===== src/rtl/sfr_pkg.sv =====
`timescale 1ns / 1ps
package sfr_pkg;

  // Frame geometry: start byte, 23 payload bytes, end byte.
  localparam int FrameBytes   = 25;
  localparam int PayloadBytes = FrameBytes - 2;
  localparam int ChanBytes    = PayloadBytes - 1;
  localparam int PayloadW     = ChanBytes * 8;
  localparam int ChanBits     = 11;
  localparam int ChanMax      = 16;
  localparam int PosBits      = 5;
  localparam int CounterBitsDef = 32;
  localparam int OutCntW      = 32;

  // Frame positions of the flags byte and of the end byte.
  localparam logic [PosBits-1:0] FlagsPos = PosBits'(PayloadBytes);
  localparam logic [PosBits-1:0] EndPos   = PosBits'(FrameBytes - 1);

  // Register indexes of the configuration port.
  localparam logic [1:0] CfgStart = 2'd0;
  localparam logic [1:0] CfgEnd   = 2'd1;
  localparam logic [1:0] CfgChans = 2'd2;

  // Register reset values.
  localparam logic [7:0] StartRst = 8'h0F;
  localparam logic [7:0] EndRst   = 8'h00;
  localparam logic [4:0] ChansRst = 5'd16;

  // Result kinds.
  localparam logic KindChan = 1'b0;
  localparam logic KindErr  = 1'b1;

  // Commands from the controller to the datapath.
  typedef struct packed {
    logic       take_byte;
    logic       drop_byte;
    logic       shift_payload;
    logic       store_flags;
    logic       good_frame;
    logic       bad_frame;
    logic       load_chan;
    logic       load_err;
    logic       last;
    logic [3:0] chan_idx;
  } sfr_cmd_t;

  // Status from the datapath to the controller.
  typedef struct packed {
    logic       is_start;
    logic       is_end;
    logic [4:0] emit_n;
    logic       out_free;
  } sfr_sts_t;

endpackage


===== src/rtl/sfr_dp.sv =====
`timescale 1ns / 1ps
module sfr_dp #(
  parameter int CounterBits = 32
) (
  input  logic                clk_i,
  input  logic                rst_ni,
  input  logic                cfg_valid_i,
  input  logic [1:0]          cfg_index_i,
  input  logic [7:0]          cfg_data_i,
  input  logic [7:0]          rx_byte_i,
  input  sfr_pkg::sfr_cmd_t   cmd_i,
  output sfr_pkg::sfr_sts_t   sts_o,
  output logic                out_valid_o,
  input  logic                out_ready_i,
  output logic                result_kind_o,
  output logic [3:0]          channel_index_o,
  output logic [10:0]         channel_value_o,
  output logic [7:0]          flag_bits_o,
  output logic                last_of_run_o,
  output logic [31:0]         good_frame_count_o,
  output logic [31:0]         bad_frame_count_o,
  output logic [31:0]         dropped_byte_count_o,
  output logic [31:0]         received_byte_count_o
);
  import sfr_pkg::*;

  localparam logic [CounterBits-1:0] CntMax   = '1;
  localparam logic [CounterBits-1:0] FrameCnt = CounterBits'(FrameBytes);

  logic [7:0]             start_q, end_q;
  logic [4:0]             chans_q;
  logic [PayloadW-1:0]    pay_q;
  logic [7:0]             flags_q;
  logic [CounterBits-1:0] good_q, bad_q, drop_q, recv_q;
  logic [CounterBits-1:0] drop_amt;
  logic                   out_valid_q;
  logic                   kind_q, last_q;
  logic [3:0]             idx_q;
  logic [ChanBits-1:0]    val_q;
  logic [7:0]             oflags_q;
  logic [OutCntW-1:0]     ogood_q, obad_q, odrop_q, orecv_q;

  // Configuration registers.
  always_ff @(posedge clk_i or negedge rst_ni) begin
    if (!rst_ni) begin
      start_q <= StartRst;
      end_q   <= EndRst;
      chans_q <= ChansRst;
    end else if (cfg_valid_i) begin
      case (cfg_index_i)
        CfgStart: start_q <= cfg_data_i;
        CfgEnd:   end_q   <= cfg_data_i;
        CfgChans: chans_q <= cfg_data_i[4:0];
        default: ;
      endcase
    end
  end

  // Status towards the controller; emit counts above sixteen clamp.
  always_comb begin
    sts_o.is_start = (rx_byte_i == start_q);
    sts_o.is_end   = (rx_byte_i == end_q);
    sts_o.emit_n   = (chans_q > 5'(ChanMax)) ? 5'(ChanMax) : chans_q;
    sts_o.out_free = !out_valid_q || out_ready_i;
  end

  // Payload shift line: bytes enter at the top, channels leave at the bottom.
  always_ff @(posedge clk_i) begin
    if (cmd_i.shift_payload) begin
      pay_q <= {rx_byte_i, pay_q[PayloadW-1:8]};
    end else if (cmd_i.load_chan) begin
      pay_q <= {{ChanBits{1'b0}}, pay_q[PayloadW-1:ChanBits]};
    end
    if (cmd_i.store_flags) begin
      flags_q <= rx_byte_i;
    end
  end

  assign drop_amt = cmd_i.bad_frame ? FrameCnt : CounterBits'(1);

  // Saturating statistics counters.
  always_ff @(posedge clk_i or negedge rst_ni) begin
    if (!rst_ni) begin
      good_q <= '0;
      bad_q  <= '0;
      drop_q <= '0;
      recv_q <= '0;
    end else begin
      if (cmd_i.take_byte && recv_q != CntMax) begin
        recv_q <= recv_q + CounterBits'(1);
      end
      if (cmd_i.good_frame && good_q != CntMax) begin
        good_q <= good_q + CounterBits'(1);
      end
      if (cmd_i.bad_frame && bad_q != CntMax) begin
        bad_q <= bad_q + CounterBits'(1);
      end
      if (cmd_i.drop_byte || cmd_i.bad_frame) begin
        drop_q <= (drop_q > CntMax - drop_amt) ? CntMax : drop_q + drop_amt;
      end
    end
  end

  // Output register valid flag.
  always_ff @(posedge clk_i or negedge rst_ni) begin
    if (!rst_ni) begin
      out_valid_q <= 1'b0;
    end else if (cmd_i.load_chan || cmd_i.load_err) begin
      out_valid_q <= 1'b1;
    end else if (out_ready_i) begin
      out_valid_q <= 1'b0;
    end
  end

  // Output register payload, with a snapshot of the counters.
  always_ff @(posedge clk_i) begin
    if (cmd_i.load_chan || cmd_i.load_err) begin
      kind_q   <= cmd_i.load_err ? KindErr : KindChan;
      idx_q    <= cmd_i.load_err ? 4'd0 : cmd_i.chan_idx;
      val_q    <= cmd_i.load_err ? '0 : pay_q[ChanBits-1:0];
      oflags_q <= cmd_i.load_err ? 8'd0 : flags_q;
      last_q   <= cmd_i.last;
      ogood_q  <= OutCntW'(good_q);
      obad_q   <= OutCntW'(bad_q);
      odrop_q  <= OutCntW'(drop_q);
      orecv_q  <= OutCntW'(recv_q);
    end
  end

  assign out_valid_o           = out_valid_q;
  assign result_kind_o         = kind_q;
  assign channel_index_o       = idx_q;
  assign channel_value_o       = val_q;
  assign flag_bits_o           = oflags_q;
  assign last_of_run_o         = last_q;
  assign good_frame_count_o    = ogood_q;
  assign bad_frame_count_o     = obad_q;
  assign dropped_byte_count_o  = odrop_q;
  assign received_byte_count_o = orecv_q;

endmodule


===== src/rtl/sfr_ctrl.sv =====
`timescale 1ns / 1ps
module sfr_ctrl (
  input  logic              clk_i,
  input  logic              rst_ni,
  input  logic              in_valid_i,
  output logic              in_ready_o,
  input  sfr_pkg::sfr_sts_t sts_i,
  output sfr_pkg::sfr_cmd_t cmd_o
);
  import sfr_pkg::*;

  localparam logic S_IDLE = 1'b0;
  localparam logic S_EMIT = 1'b1;

  logic               state_q, state_d;
  logic [PosBits-1:0] pos_q, pos_d;
  logic [3:0]         chan_q, chan_d;
  logic               err_q, err_d;

  // Sequencer: frame position tracking while idle, one result per cycle in emit while the output register is free.
  always_comb begin
    state_d    = state_q;
    pos_d      = pos_q;
    chan_d     = chan_q;
    err_d      = err_q;
    cmd_o      = '0;
    cmd_o.chan_idx = chan_q;
    in_ready_o = 1'b0;
    case (state_q)
      S_IDLE: begin
        in_ready_o = 1'b1;
        if (in_valid_i) begin
          cmd_o.take_byte = 1'b1;
          if (pos_q == '0) begin
            if (sts_i.is_start) begin
              pos_d = PosBits'(1);
            end else begin
              cmd_o.drop_byte = 1'b1;
            end
          end else if (pos_q < EndPos) begin
            if (pos_q == FlagsPos) begin
              cmd_o.store_flags = 1'b1;
            end else begin
              cmd_o.shift_payload = 1'b1;
            end
            pos_d = pos_q + PosBits'(1);
          end else begin
            pos_d  = '0;
            chan_d = 4'd0;
            if (sts_i.is_end) begin
              cmd_o.good_frame = 1'b1;
              err_d = 1'b0;
              if (sts_i.emit_n != 5'd0) begin
                state_d = S_EMIT;
              end
            end else begin
              cmd_o.bad_frame = 1'b1;
              err_d   = 1'b1;
              state_d = S_EMIT;
            end
          end
        end
      end
      S_EMIT: begin
        if (sts_i.out_free) begin
          if (err_q) begin
            cmd_o.load_err = 1'b1;
            cmd_o.last     = 1'b1;
            state_d        = S_IDLE;
          end else begin
            cmd_o.load_chan = 1'b1;
            cmd_o.last      = ({1'b0, chan_q} + 5'd1 == sts_i.emit_n);
            chan_d          = chan_q + 4'd1;
            if (cmd_o.last) begin
              state_d = S_IDLE;
            end
          end
        end
      end
      default: begin
        state_d = S_IDLE;
      end
    endcase
  end

  // Controller registers.
  always_ff @(posedge clk_i or negedge rst_ni) begin
    if (!rst_ni) begin
      state_q <= S_IDLE;
      pos_q   <= '0;
      chan_q  <= 4'd0;
      err_q   <= 1'b0;
    end else begin
      state_q <= state_d;
      pos_q   <= pos_d;
      chan_q  <= chan_d;
      err_q   <= err_d;
    end
  end

  // The frame position never runs past the end byte.
  assert property (@(posedge clk_i) disable iff (!rst_ni) pos_q <= EndPos)
    else $error("frame position out of range");

  // Results are only produced between frames.
  assert property (@(posedge clk_i) disable iff (!rst_ni)
    state_q == S_EMIT |-> pos_q == '0)
    else $error("emitting results in the middle of a frame");

  // A wrong end byte always leads to an error result.
  assert property (@(posedge clk_i) disable iff (!rst_ni)
    (in_valid_i && in_ready_o && pos_q == EndPos && !sts_i.is_end)
      |=> (state_q == S_EMIT && err_q))
    else $error("end byte mismatch not reported");

  // The last channel result returns the sequencer to idle.
  assert property (@(posedge clk_i) disable iff (!rst_ni)
    (cmd_o.load_chan && cmd_o.last) |=> state_q == S_IDLE)
    else $error("emission did not stop after the last channel");

endmodule


===== src/rtl/sbus_frame_receiver.sv =====
`timescale 1ns / 1ps
// Byte-serial receiver for 25-byte frames carrying sixteen 11-bit channels.
// Bytes are taken while no results are pending. The end byte of a correctly
// terminated frame then occupies the block while its channels are shifted
// out of the payload register into the output register one per cycle; a
// wrong end byte produces a single error transaction. No new byte is taken
// while a frame's results are being produced, and every output stall
// lengthens that time by its own length. The output register holds a
// snapshot of the four statistics counters, which saturate rather than wrap.
module sbus_frame_receiver #(
  parameter int CounterBits = sfr_pkg::CounterBitsDef
) (
  input  logic        clk_i,
  input  logic        rst_ni,
  input  logic        cfg_valid_i,
  output logic        cfg_ready_o,
  input  logic [1:0]  cfg_index_i,
  input  logic [7:0]  cfg_data_i,
  input  logic        in_valid_i,
  output logic        in_ready_o,
  input  logic [7:0]  rx_byte_i,
  output logic        out_valid_o,
  input  logic        out_ready_i,
  output logic        result_kind_o,
  output logic [3:0]  channel_index_o,
  output logic [10:0] channel_value_o,
  output logic [7:0]  flag_bits_o,
  output logic        last_of_run_o,
  output logic [31:0] good_frame_count_o,
  output logic [31:0] bad_frame_count_o,
  output logic [31:0] dropped_byte_count_o,
  output logic [31:0] received_byte_count_o
);
  import sfr_pkg::*;

  sfr_cmd_t cmd;
  sfr_sts_t sts;

  // Configuration writes are always taken.
  assign cfg_ready_o = 1'b1;

  sfr_ctrl u_ctrl (
    .clk_i      (clk_i),
    .rst_ni     (rst_ni),
    .in_valid_i (in_valid_i),
    .in_ready_o (in_ready_o),
    .sts_i      (sts),
    .cmd_o      (cmd)
  );

  sfr_dp #(
    .CounterBits (CounterBits)
  ) u_dp (
    .clk_i                 (clk_i),
    .rst_ni                (rst_ni),
    .cfg_valid_i           (cfg_valid_i),
    .cfg_index_i           (cfg_index_i),
    .cfg_data_i            (cfg_data_i),
    .rx_byte_i             (rx_byte_i),
    .cmd_i                 (cmd),
    .sts_o                 (sts),
    .out_valid_o           (out_valid_o),
    .out_ready_i           (out_ready_i),
    .result_kind_o         (result_kind_o),
    .channel_index_o       (channel_index_o),
    .channel_value_o       (channel_value_o),
    .flag_bits_o           (flag_bits_o),
    .last_of_run_o         (last_of_run_o),
    .good_frame_count_o    (good_frame_count_o),
    .bad_frame_count_o     (bad_frame_count_o),
    .dropped_byte_count_o  (dropped_byte_count_o),
    .received_byte_count_o (received_byte_count_o)
  );

endmodule


===== config.mk =====
export PLATFORM = sky130hd
export DESIGN_NAME = sbus_frame_receiver
export DESIGN_NICKNAME = d
export VERILOG_FILES = /design/src/rtl/sfr_pkg.sv /design/src/rtl/sfr_dp.sv /design/src/rtl/sfr_ctrl.sv /design/src/rtl/sbus_frame_receiver.sv
export SDC_FILE = /design/constraint.sdc
export NUM_CORES = 1
export LEC_CHECK = 0
export ABC_AREA = 1
export BUFFER_PORTS_ARGS = -buffer_cell sky130_fd_sc_hd__buf_4
export CORE_ASPECT_RATIO = 1.2
export CORE_MARGIN = 2
export CORE_UTILIZATION = 54
export DETAILED_ROUTE_END_ITERATION = 8
export GPL_TIMING_DRIVEN = 0
export PLACE_DENSITY_LB_ADDON = 0.15
export SYNTH_ARGS = -nofsm -noshare
export SYNTH_HDL_FRONTEND = slang
export SYNTH_SLANG_ARGS = --single-unit

===== constraint.sdc =====
create_clock -name clk_i -period 15.84 [get_ports clk_i]
set_clock_uncertainty 0.2 [all_clocks]
set_input_delay 3.168 -clock clk_i [delete_from_list [all_inputs] [get_ports clk_i]]
set_output_delay 3.168 -clock clk_i [all_outputs]
set_load 0.01 [all_outputs]

# --- Yosys cells after proc, flatten, opt, wreduce, memory -nomap -nowiden ---
# Cells that the tools add are included.
word_totals:
  ff_bits: 498
  in_bits: 23
  output_inout_bits: 156
  wordCells: 114
op_classes:
  n_addsub: 8
  n_lt_le_gt_ge: 3
  n_eq_ne: 15
  mux: 43
  bitwise_logic: 3
  n_reduce_logical: 19
ops:
  columns: ["op", "count"]
  rows:
  - ["176-bit 2-to-1 mux", 2]
  - ["32-bit by 1-bit adder with 32-bit output (second input constant)", 3]
  - ["32-bit inequality test (second input constant)", 3]
  - ["32-bit adder", 1]
  - ["32-bit greater-than comparator", 1]
  - ["32-bit 2-to-1 mux", 1]
  - ["32-bit subtractor (first input constant)", 1]
  - ["5-bit 2-to-1 mux", 5]
  - ["4-bit 2-to-1 mux", 6]
  - ["1-bit 2-to-1 mux", 21]
  - ["8-bit equality test", 2]
  - ["6-bit 2-to-1 mux", 2]
  - ["2-bit inequality test (second input constant)", 6]
  - ["4-bit one-hot mux with 2 select lines", 1]
  - ["2-bit AND reduction", 4]
  - ["3-bit 2-to-1 mux", 2]
  - ["4-bit by 1-bit adder with 5-bit output (second input constant)", 1]
  - ["5-bit by 1-bit adder with 5-bit output (second input constant)", 1]
  - ["5-bit equality test", 1]
  - ["5-bit equality test (second input constant)", 1]
  - ["5-bit greater-than comparator (second input constant)", 1]
  - ["5-bit zero test", 1]
  - ["5-bit < comparator (second input constant)", 1]
  - ["5-bit AND reduction", 1]
  - ["14 further kinds", 22]

# --- Longest topological paths before layout ---
# Gate-level depths: netlist (run 1).
logic_depth:
  word_depth: 10
  ltp_mapped: 22
  ltp_nobuf: 20

# --- Modules after synthesis ---
# From an unflattened synthesis (run 1), not the netlist that was laid out.
hier_totals:
  cells_unflattened: 2346
  area_unflattened_um2: 22461.5
modules_own_cells:
  columns: ["mod", "n_inst", "cells_per_inst", "area_each_um2", "seq_area_each_um2"]
  rows:
  - ["sfr_dp", 1, 2235, 21707.1, 13879.6]
  - ["sfr_ctrl", 1, 109, 743.2, 275.3]
  - ["sbus_frame_receiver", 1, 2, 11.3, 0.0]

# --- Least setup slack after synthesis (run 1) ---
# No wires, ideal clock.
synth_path:
  path_type: "input to register"
  from: "input out_ready_i"
  to: "register u_dp.pay_q[0] (enable)"
  setup_ns: 0.543
  arrival_ns: 14.733
  t_required_ns: 15.097
  setup_slack_ns: 0.364
  cell_stages: 4
  n_path_buf: 0
  path_cell_list: "nor2_1 -> nor2_1 -> nand2_1 -> nand2_1"
synth_between:
  elab_chain_cells: 4
synth_lines:
  columns: ["element", "line", "source"]
  rows:
  - ["from (decl)", "sbus_frame_receiver.sv:23", "input logic out_ready_i,"]
  - ["1-bit logical OR", "sfr_dp.sv:64", "sts_o.out_free = !out_valid_q || out_ready_i;"]
  - ["3-bit 2-to-1 mux", "sfr_ctrl.sv:65", "if (sts_i.out_free) begin"]
  - ["3-bit 2-to-1 mux", "sfr_ctrl.sv:29", "case (state_q)"]
  - ["2-bit nonzero test (no line)", null, null]
  - ["to (signal assigned)", "sfr_dp.sv:70", "pay_q <= {rx_byte_i, pay_q[PayloadW-1:8]};"]
  - ["to (signal assigned)", "sfr_dp.sv:72", "pay_q <= {{ChanBits{1'b0}}, pay_q[PayloadW-1:ChanBits]};"]
  - ["to (decl)", "sfr_dp.sv:32", "logic [PayloadW-1:0] pay_q;"]
# No other way between the ends.
# A chain may end at the register's enable or synchronous reset.

# --- Final worst setup path (run 1) ---
layout_path:
  from: "input rx_byte_i[0]"
  to: "register u_dp.drop_q[15]"
layout_between:
  elab_chain_cells: 10
  elab_cells_between_ends: 15
  classes_between: "add/sub (2); order compare (1); eq/ne (2); mux (9); reduce/logical (1)"
layout_lines:
  columns: ["element", "line", "source"]
  rows:
  - ["from (decl)", "sbus_frame_receiver.sv:21", "input logic [7:0] rx_byte_i,"]
  - ["8-bit equality test", "sfr_dp.sv:62", "sts_o.is_end = (rx_byte_i == end_q);"]
  - ["1-bit 2-to-1 mux", "sfr_ctrl.sv:50", "if (sts_i.is_end) begin"]
  - ["2-bit 2-to-1 mux", "sfr_ctrl.sv:40", "end else if (pos_q < EndPos) begin"]
  - ["4-bit 2-to-1 mux", "sfr_ctrl.sv:34", "if (pos_q == '0) begin"]
  - ["6-bit 2-to-1 mux *", "sfr_ctrl.sv:32", "if (in_valid_i) begin"]
  - ["6-bit 2-to-1 mux *", "sfr_ctrl.sv:29", null]
  - ["5-bit 2-to-1 mux", "sfr_dp.sv:79", "assign drop_amt = cmd_i.bad_frame ? FrameCnt : CounterBits'(1);"]
  - ["32-bit subtractor", "sfr_dp.sv:99", "drop_q <= (drop_q > CntMax - drop_amt) ? CntMax : drop_q + drop_amt;"]
  - ["32-bit greater-than comparator", "sfr_dp.sv:99", null]
  - ["32-bit 2-to-1 mux", "sfr_dp.sv:99", null]
  - ["to (signal assigned)", "sfr_dp.sv:99", null]
  - ["to (decl)", "sfr_dp.sv:34", "logic [CounterBits-1:0] good_q, bad_q, drop_q, recv_q;"]
# Every way passes the cells marked *; elsewhere a longest branch is shown, timed or not.

==> flow_metrics.tcl, run 1 <==
set metrics [dict create \
    ioPinCount 179 \
    pwr-share-comb_pct 21.1 \
    vias 15692 \
    clk_path_buf_depth 3 \
    fmax_mhz 167 \
    grt_max_degree 98 \
    setup_slack_ps 9840 \
    multiInputGateArea_mm2 0.00812 \
    min_path_type "reg -> reg" \
    cts_setup_buffers 0 \
    syn_inst 2176 \
    dominantRegCellSynth "edfxtp_1" \
    power_switching_mw 1.05 \
    cts_sinks 498 \
    htreeDepth 2 \
    drtIter0Drc 944 \
    area_delta_synth_final_pct 16.6 \
    syn-num-nets 2209 \
    cts.repair.resized 0 \
    ys_ff_latch 498 \
    nets 2445 \
    finalWorstPathRequiredPeriod_ps 6000 \
    place_congestion 0.953 \
    report.final.slew_viol_count 0 \
    power_mw 4.02 \
    intPower_mw 2.98 \
    swShare_pct 26.0 \
    synth_area_leaders "edfxtp_1 43%, dfrtp_1 17%, nand2_1 11%, mux2_4 5.2%, mux2_2 3.9%" \
    antennaDiodeCount 0 \
    hold_slack_ps 290 \
    drive_above_1_share_pct 21.6 \
    vdd_drop_max_mv 0.109 \
    die_h_um 232 \
    ys_types 42 \
    worstPathRequired_ps 16120 \
    cts_hold_buf 0 \
    drt_drc_violations_left 0 \
    cts_root_buf "clkbuf_16" \
    share_seq_of_total_power_pct 49.8 \
    die_width_um 194 \
    yosys_warnings 0 \
    power_density_mw_per_mm2 148 \
    startpoint_type "input pin" \
    min_period_over_period_pct 37.9 \
    crit_fanout 11 \
    post_drt_via_cell_ratio 5.23 \
    die_area_mm2 0.0449 \
    hold_viol 0 \
    cp.arrival_ps 6280 \
    grt_overflow 0 \
    antenna_found_initial 0 \
    rsz0062_at_grt "false" \
    critPathKind "in -> reg" \
    yosysTopAreaCellShare_pct 43.4 \
    numCtsBuffers 48 \
    grt_pass1_wl_um 79400 \
    synth_async_sr_flop_share_pct 32.3 \
    yosysTopAreaCell "edfxtp_1" \
    n_fill_cell 3413 \
    status "finished clean" \
    synth-edff-count 337 \
    io_buffers 177 \
    syn_area_mm2 0.0233 \
    synth-seq-area-share_pct 60.7 \
    core_area_mm2 0.0427 \
    pwr-share-clk_pct 29.0 \
    slew_headroom_pct 45.3 \
    ff_latch_area_mm2 0.0142 \
    dr.pass1.iters 5 \
    rows 83 \
    crit_path_end_kind "flop" \
    clk_pin_slew_ps 70 \
    drt_wl_total_um 49400 \
    worst-slew-pin-transition_ps 821 \
    grtUsageTotal_pct 22.1 \
    p_leak_nw 11.5 \
    cts_tree "yes" \
    hpwl_um 35400 \
    place_ws_ps 9240 \
    wire_per_inst_um 16.4 \
    clk_latency_ps 590 \
    grt_pass1_vias 15439 \
    drv_cap 0 \
    final_antenna_net_count 0 \
    start_util_pct 54.6 \
    setup_viol 0 \
    syn_avg_cell_area_um2 10.7 \
]
-- power groups by stage --
stage	registers [mW]	clock network (mW)	logic, mW
after floorplan	2.02	0	0.648
after global placement	2.07	0	0.807
final	2.01	1.17	0.851
after global routing	2.05	1.25	0.936
after CTS	2.01	1.20	0.861
after detailed placement	2.03	0	0.858
-- layout make-up --
cell class	instances	area share, %
buffer	58	1.46
clock buffer	64	5.01
clock inverter	25	0.953
inverter	174	2.40
multi-input combinational	1446	29.9
sequential	498	52.1
tap	552	2.54
timing repair buffer	186	5.64
-- metal layers --
metal / vias to the layer above / track usage [%] / part of all wire [%]
met4: 0 / 7.66 / 3.0
met5: - / 0 / 0
li1: 7750 / - / -
met2: 369 / 38.5 / 50
met3: 96 / 3.86 / 5.1
met1: 7477 / 28.0 / 42
-- critical path, stage by stage --
cell	delay [ps]
buf_4	150
xnor2_1	140
nand2_1	70
nor2_1	250
nand2_1	200
nand2_1	210
inv_1	110
buf_4	190
buf_4	190
ha_1	350
nand2_1	100
nor2_1	230
nand4_1	140
nand4_1	210
buf_2	300
nand3_1	110
nand2_1	70
nand2_1	60
-- layout by cell type, fill, tap and decap left out, types with 8 or more instances in the layout --
cell	n
xnor2_1	32
nor3_1	30
ha_1	10
o21ai_0	47
buf_4	183
clkbuf_8	8
xor2_1	36
dfrtp_1	156
nand3_1	93
buf_2	28
o21ai_1	14
clkbuf_16	49
mux2_4	81
nand3b_1	35
buf_6	16
inv_1	157
nor2_1	177
clkinv_2	10
nand4_1	56
mux2_2	81
edfxtp_1	337
clkbuf_1	14
nand2_1	705
inv_2	17
-- synthesized netlist by cell type (all sizes together), types with 32 or more instances --
master	n
o21ai	61
nor2	188
xnor2	32
nand3b	35
nand4	56
dfrtp	156
nand2	713
inv	174
mux2	162
buf	51
edfxtp	337
xor2	37
nor3	35
nand3	99
-- final timing paths --
check | start | endpoint | slack [ps] | depth (start not counted)
setup / recovery | rx_byte_i[0] | u_dp.drop_q[15]$_DFFE_PN0P_ | 9840 | 18
setup reg to reg | u_dp.end_q[0]$_DFFE_PN0P_ | u_dp.drop_q[15]$_DFFE_PN0P_ | 12170 | 17
hold reg to reg | u_dp.chans_q[2]$_DFFE_PN0P_ | u_dp.chans_q[2]$_DFFE_PN0P_ | 290 | 2
hold / removal | u_dp.chans_q[2]$_DFFE_PN0P_ | u_dp.chans_q[2]$_DFFE_PN0P_ | 290 | 2
min in group asynchronous | rst_ni | u_dp.good_q[21]$_DFFE_PN0P_ | 2350 | 1
max in group asynchronous | rst_ni | u_dp.bad_q[1]$_DFFE_PN0P_ | 12260 | 2
-- flip-flops by register name, indices dropped and copies added, names as in the netlist, 11 cells and up --
name,count
u_dp.recv_q,32
u_dp.channel_value_o,11
u_dp.drop_q,32
u_dp.good_q,32
u_dp.bad_q,32
u_dp.bad_frame_count_o,32
u_dp.dropped_byte_count_o,32
u_dp.good_frame_count_o,32
u_dp.received_byte_count_o,32
u_dp.pay_q,176
-- stage by stage --
step | util, % | area (µm²) | TNS (ps) | instances
CTS | 63.7 | 27200 | 0 | 3002
global route | 63.7 | 27200 | 0 | 3003
global placement | 59.4 | 25300 | -852100 | 2905
detailed placement | 59.9 | 25500 | 0 | 2913
floorplan | - | 23300 | 0 | 2176
finish | 63.7 | 27200 | 0 | 3003
-- logic make-up (layout without fill, tap and decap cells) --
group | count (synthesis) | count (layout) | synth area share (%)
simple gates | 1133 | 1133 | 20.9
flops | 498 | 498 | 60.7
buf+inv | 232 | 507 | 4.51
mux | 162 | 162 | 9.13
compound gates | 71 | 71 | 1.56
xor+xnor | 69 | 69 | 2.62
fa+ha+maj | 10 | 10 | 0.537
other cells | 1 | 1 | 0.0161
Power figures use the tool's default switching activity.
==> run 2, diff against run 1 <==
--- a/config.mk
+++ b/config.mk
@@ -5,7 +5,7 @@
 export SDC_FILE = /design/constraint.sdc
 export NUM_CORES = 1
 export LEC_CHECK = 0
-export ABC_AREA = 1
+export ABC_AREA = 0
 export BUFFER_PORTS_ARGS = -buffer_cell sky130_fd_sc_hd__buf_4
 export CORE_ASPECT_RATIO = 1.2
 export CORE_MARGIN = 2
==> constraint.sdc (replaced) <==
create_clock -name clk_i -period 5.9 [get_ports clk_i]
set_clock_uncertainty 0.2 [all_clocks]
set_input_delay 1.18 -clock clk_i [delete_from_list [all_inputs] [get_ports clk_i]]
set_output_delay 1.18 -clock clk_i [all_outputs]
set_load 0.01 [all_outputs]
==> flow_metrics.tcl, run 2 <==
set metrics [dict create \
    status "finished clean" \
    syn_inst 1337 \
    syn-num-nets 1370 \
    vdd_drop_max_mv 0.263 \
    slew_headroom_pct 9.91 \
    power_mw 9.92 \
    setup_viol 0 \
    grt_max_degree 111 \
    share_seq_of_total_power_pct 50.4 \
    worstRegToRegCells 12 \
    yosysTopAreaCellShare_pct 49.4 \
    rsz0062_at_grt "false" \
    cts_tree "yes" \
    syn_area_mm2 0.0205 \
    nets 1602 \
    report.final.slew_viol_count 0 \
    yosys_warnings 0 \
    synth.most_common_cell "edfxtp_1" \
    area_delta_synth_final_pct 18.4 \
    vias 11467 \
    worst-slew-pin-transition_ps 1350 \
    grtUsageTotal_pct 19.4 \
    clk_path_buf_depth 3 \
    rows 78 \
    syn_avg_cell_area_um2 15.3 \
    drv_cap 0 \
    ys_types 70 \
    finalWorstPathRequiredPeriod_ps 4680 \
    min_path_type "reg -> reg" \
    cts_hold_buf 0 \
    cts_sinks 498 \
    die_area_mm2 0.0395 \
    worstPathRequired_ps 6150 \
    drt_drc_violations_left 0 \
    crit_path_end "u_dp.drop_q[27]$_DFFE_PN0P_" \
    yosys-top-cells-count "337 x edfxtp_1, 191 x mux2_2, 156 x dfrtp_1" \
    ys_ff_latch 498 \
    drive_above_1_share_pct 31.9 \
    crit_fanout 10 \
    n_fill_cell 2762 \
    io_buffers 177 \
    pwr-share-comb_pct 16.7 \
    clk_pin_slew_ps 60 \
    antenna_found_initial 2 \
    drtIter0Drc 654 \
    p_leak_nw 9.44 \
    numCtsBuffers 49 \
    clk_latency_ps 560 \
    rr_startpoint "u_dp.end_q[7]$_DFFE_PN0P_" \
    post_drt_via_cell_ratio 5.48 \
    dr.pass1.iters 5 \
    drt_wl_total_um 38000 \
    hold_viol 0 \
    hpwl_um 25700 \
    power_switching_mw 2.41 \
    startpoint_type "input pin" \
    power_density_mw_per_mm2 409 \
    r2r-end "u_dp.drop_q[27]$_DFFE_PN0P_" \
    hold_slack_ps 247 \
    critPathLaunch "rx_byte_i[2]" \
    wire_per_inst_um 18.2 \
    cts_setup_buffers 0 \
    rrSetupSlack_ps 1570 \
    synth-edff-count 337 \
    grt_pass1_vias 11637 \
    cts.repair.resized 0 \
    synth_area_leaders "edfxtp_1 49%, dfrtp_1 19%, mux2_2 10%, xnor2_1 4.2%, nand2_1 1.7%" \
    pwr-share-clk_pct 32.9 \
    final_cell_mix "337 x edfxtp_1, 191 x mux2_2, 177 x buf_4" \
    crit_path_end_kind "flop" \
    ioPinCount 179 \
    yosysTopAreaCell "edfxtp_1" \
    synth-seq-area-share_pct 69.0 \
    dominantRegCellSynth "edfxtp_1" \
    cp.arrival_ps 4930 \
    fmax_mhz 214 \
    place_congestion 0.839 \
    synth_async_sr_flop_share_pct 32.3 \
    htreeDepth 2 \
    die_width_um 182 \
    grt_overflow 0 \
    regMostFlops "u_dp.pay_q" \
    start_util_pct 54.4 \
    grt_pass1_wl_um 61100 \
    die_h_um 217 \
    critPathKind "in -> reg" \
    min_period_over_period_pct 79.4 \
    core_area_mm2 0.0377 \
    cts_root_buf "clkbuf_16" \
    layout_commonest_cell "edfxtp_1" \
    final_antenna_net_count 0 \
    swShare_pct 24.3 \
    intPower_mw 7.51 \
    largest_reg_flops 176 \
]
-- run 2: changes by cell type in the layout (fill, tap and decap cells not counted), sizes merged, moves of 33 or more --
cell / before / now
xnor2: 32 / 98
nand3: 99 / 48
o21ai: 61 / 16
nand3b: 35 / 2
and2: 1 / 42
nor2: 188 / 43
nand2: 713 / 95
inv: 175 / 25
-- run 2: power groups by stage --
stage	Combinational [mW]	Clock, mW	Sequential (mW)
floorplan	1.32	0	4.97
global placement	1.59	0	5.12
detailed placement	1.67	0	5.08
CTS	1.68	3.34	5.01
global route	1.82	3.47	5.09
finish	1.65	3.26	5.00
-- run 2: worst max-delay path, stage by stage --
cell	delay, ps
buf_4	150
xnor2_1	140
nand4_1	210
o21ai_2	580
clkbuf_1	490
inv_1	210
ha_1	450
and3_1	210
a31oi_1	180
clkbuf_1	330
a2111oi_1	550
xnor2_1	180
nand2_1	70
-- run 2: logic make-up (layout without fill, tap and decap cells) --
group,count (synthesis),count (layout),share of synthesized area [%]
other cells,1,3,0.0183
compound gates,73,73,2.81
simple gates,364,364,9.70
fa+ha+maj,10,10,0.610
xor+xnor,134,134,5.72
flops,498,498,69.0
mux,193,193,10.6
buf+inv,64,337,1.48
-- run 2: worst min-delay path by stage --
stage / start / endpoint / slack (ps) / depth (start not counted)
5_1_grt: u_dp.drop_q[23]$_DFFE_PN0P_ / u_dp.dropped_byte_count_o[23]$_DFFE_PP_ / 280 / 0
2_1_floorplan: u_dp.drop_q[23]$_DFFE_PN0P_ / u_dp.dropped_byte_count_o[23]$_DFFE_PP_ / 220 / 0
3_3_place_gp: u_dp.drop_q[23]$_DFFE_PN0P_ / u_dp.dropped_byte_count_o[23]$_DFFE_PP_ / 240 / 0
4_1_cts: u_dp.drop_q[23]$_DFFE_PN0P_ / u_dp.dropped_byte_count_o[23]$_DFFE_PP_ / 250 / 0
3_5_place_dp: u_dp.drop_q[23]$_DFFE_PN0P_ / u_dp.dropped_byte_count_o[23]$_DFFE_PP_ / 230 / 0
6_report: u_dp.drop_q[23]$_DFFE_PN0P_ / u_dp.dropped_byte_count_o[23]$_DFFE_PP_ / 250 / 0
-- run 2: final cells by class --
type	count	area (µm²)	share of cell area, %
Sequential cell	498	14200	58.3
Multi-Input combinational cell	775	6050	24.9
Timing Repair Buffer	181	1450	5.96
Clock buffer	65	1360	5.60
Tap cell	480	601	2.47
Clock inverter	27	344	1.42
Buffer	40	214	0.882
Inverter	24	95.1	0.392
Antenna cell	2	5.00	0.0206
-- run 2: stage by stage --
stage          util, %  cell area [µm²]  setup WS [ps]  cells  setup TNS, ps
6_report          64.4            24300           1220   2092              0
5_1_grt           64.4            24300            945   2092              0
4_1_cts           64.4            24300           1290   2090              0
3_5_place_dp      59.9            22600            688   1998              0
3_3_place_gp      59.5            22400          -2190   1994        -294830
2_1_floorplan        -            20500            125   1337              0
-- run 2: routing by layer --
| layer | share of wire (%) | GRT usage [%] | wire length (µm) |
|---|---|---|---|
| met4 | 1.9 | 5.67 | 706 |
| met5 | 0 | 0 | 0 |
| met3 | 6.7 | 5.58 | 2530 |
| met1 | 42 | 25.1 | 15900 |
| met2 | 50 | 32.2 | 18900 |
==> run 3, diff against run 2 <==
==> constraint.sdc (replaced) <==
create_clock -name clk_i -period 4.1 [get_ports clk_i]
set_clock_uncertainty 0.2 [all_clocks]
set_input_delay 0.82 -clock clk_i [delete_from_list [all_inputs] [get_ports clk_i]]
set_output_delay 0.82 -clock clk_i [all_outputs]
set_load 0.01 [all_outputs]
==> flow_metrics.tcl, run 3 (synthesis gave the netlist of run 2 again) <==
set metrics [dict create \
    status "finished clean" \
    min_period_over_period_pct 93.5 \
    cts_tree "yes" \
    report.final.slew_viol_count 0 \
    drt_wl_total_um 38400 \
    setup_slack_ps 265 \
    grt_pass1_vias 11640 \
    clk_latency_ps 570 \
    worst-slew-pin-transition_ps 1020 \
    start_util_pct 54.4 \
    power_density_mw_per_mm2 572 \
    ioPinCount 179 \
    hold_viol 0 \
    p_leak_nw 9.39 \
    core_area_mm2 0.0377 \
    cp.arrival_ps 4080 \
    critPathLaunch "rx_byte_i[1]" \
    setup_viol 0 \
    setup_tns_ps 0 \
    numCtsBuffers 49 \
    cts_setup_buffers 0 \
    vdd_drop_max_mv 0.330 \
    vias 11358 \
    final_antenna_net_count 0 \
    drive_above_1_share_pct 32.0 \
    place_congestion 0.834 \
    htreeDepth 2 \
    slew_headroom_pct 31.2 \
    critPathKind "in -> reg" \
    stdcell_count 2091 \
    largest_reg_flops 176 \
    grt_pass1_wl_um 61600 \
    antennaDiodeCount 0 \
    layout_commonest_cell "edfxtp_1" \
    antenna_found_initial 0 \
    place_ws_ps -713 \
    worstPathRequired_ps 4350 \
    regMostFlops "u_dp.pay_q" \
    die_h_um 217 \
    min_path_type "in -> async" \
    fmax_mhz 261 \
    dp.cells 2001 \
    clk_pin_slew_ps 60 \
    cts_sinks 498 \
    crit_path_end_kind "flop" \
    rr_startpoint "u_dp.end_q[1]$_DFFE_PN0P_" \
    cts_root_buf "clkbuf_16" \
    io_buffers 177 \
    hpwl_um 26100 \
    clk_path_buf_depth 3 \
    die_width_um 182 \
    final_cell_mix "337 x edfxtp_1, 191 x mux2_2, 177 x buf_4" \
    die_area_mm2 0.0395 \
    dr.pass1.iters 4 \
    wire_per_inst_um 18.4 \
    area_delta_synth_final_pct 17.7 \
    nets 1606 \
    rsz0062_at_grt "false" \
    drv_cap 0 \
    rows 78 \
    finalWorstPathRequiredPeriod_ps 3840 \
    grt_max_degree 82 \
    crit_fanout 10 \
    hold_slack_ps 39.9 \
    startpoint_type "input pin" \
    post_drt_via_cell_ratio 5.43 \
    drtIter0Drc 587 \
    grtUsageTotal_pct 19.6 \
    grt_overflow 0 \
    drt_drc_violations_left 0 \
]
-- run 3: cell types whose count changed in the layout (fill, tap and decap cells not counted), sizes merged --
cell	delta
bufinv	-7
buf	+3
nand2b	+1
clkbuf	+8
diode	-2
clkinvlp	-4
-- run 3: metrics by stage --
stage          power (mW)  area, µm²  util [%]
3_3_place_gp         9.61      22500      59.6
3_5_place_dp         9.72      22600      60.0
5_1_grt              14.5      24100      64.1
6_report             13.8      24100      64.1
4_1_cts              13.9      24100      64.0
2_1_floorplan        9.02      20500         -
-- run 3: layer usage --
layer | global-route usage (%) | routed length [µm] | up-vias
met5 | 0 | 0 | -
met4 | 5.97 | 901 | 0
met3 | 5.16 | 2270 | 61
met2 | 33.1 | 19100 | 213
met1 | 25.2 | 16100 | 5653
li1 | - | - | 5431
-- run 3: path summary, 6_finish.rpt --
check / cells after the start / slack, ps / endpoint
worst max register to register: 12 / 280 / u_dp.drop_q[21]$_DFFE_PN0P_
worst max-delay path: 13 / 260 / u_dp.drop_q[21]$_DFFE_PN0P_
min in group clk_i: 0 / 260 / u_dp.dropped_byte_count_o[2]$_DFFE_PP_
worst min-delay path: 1 / 40 / u_dp.bad_q[8]$_DFFE_PN0P_
max in group asynchronous: 2 / 2780 / u_dp.good_q[30]$_DFFE_PN0P_
worst min register to register: 0 / 260 / u_dp.dropped_byte_count_o[2]$_DFFE_PP_
-- run 3: final cells by class --
class                      count  area, µm²
clock inverter                16        110
sequential                   498      14200
buffer                        40        218
fill                        2809      13500
tap                          480        601
inverter                      24       93.8
multi-input combinational    776       6090
timing repair buffer         184       1490
clock buffer                  73       1380
-- run 3: what timing repair did --
action,in CTS,in global routing
setup endpoints to repair,15,67
resized for setup,2,3
hold endpoints to repair,0,0
pin swaps,0,0
cloned,0,1
hold buffers,0,0
-- run 3: where the power goes --
| part | switching, mW | total, mW | internal, mW | leakage (nW) |
|---|---|---|---|---|
| Sequential | 0.495 | 7.21 | 6.71 | 5.36 |
| Combinational | 1.14 | 2.41 | 1.27 | 3.30 |
| Clock | 1.81 | 4.19 | 2.38 | 0.731 |
-- run 3: critical path, cell delays in order --
cell	delay (ps)
buf_4	150
xnor2_1	200
nand4_1	210
o21ai_4	420
clkbuf_2	330
inv_1	150
ha_1	420
and3_1	210
a31oi_1	160
clkbuf_2	270
a2111oi_1	500
xnor2_1	170
nand2_1	60
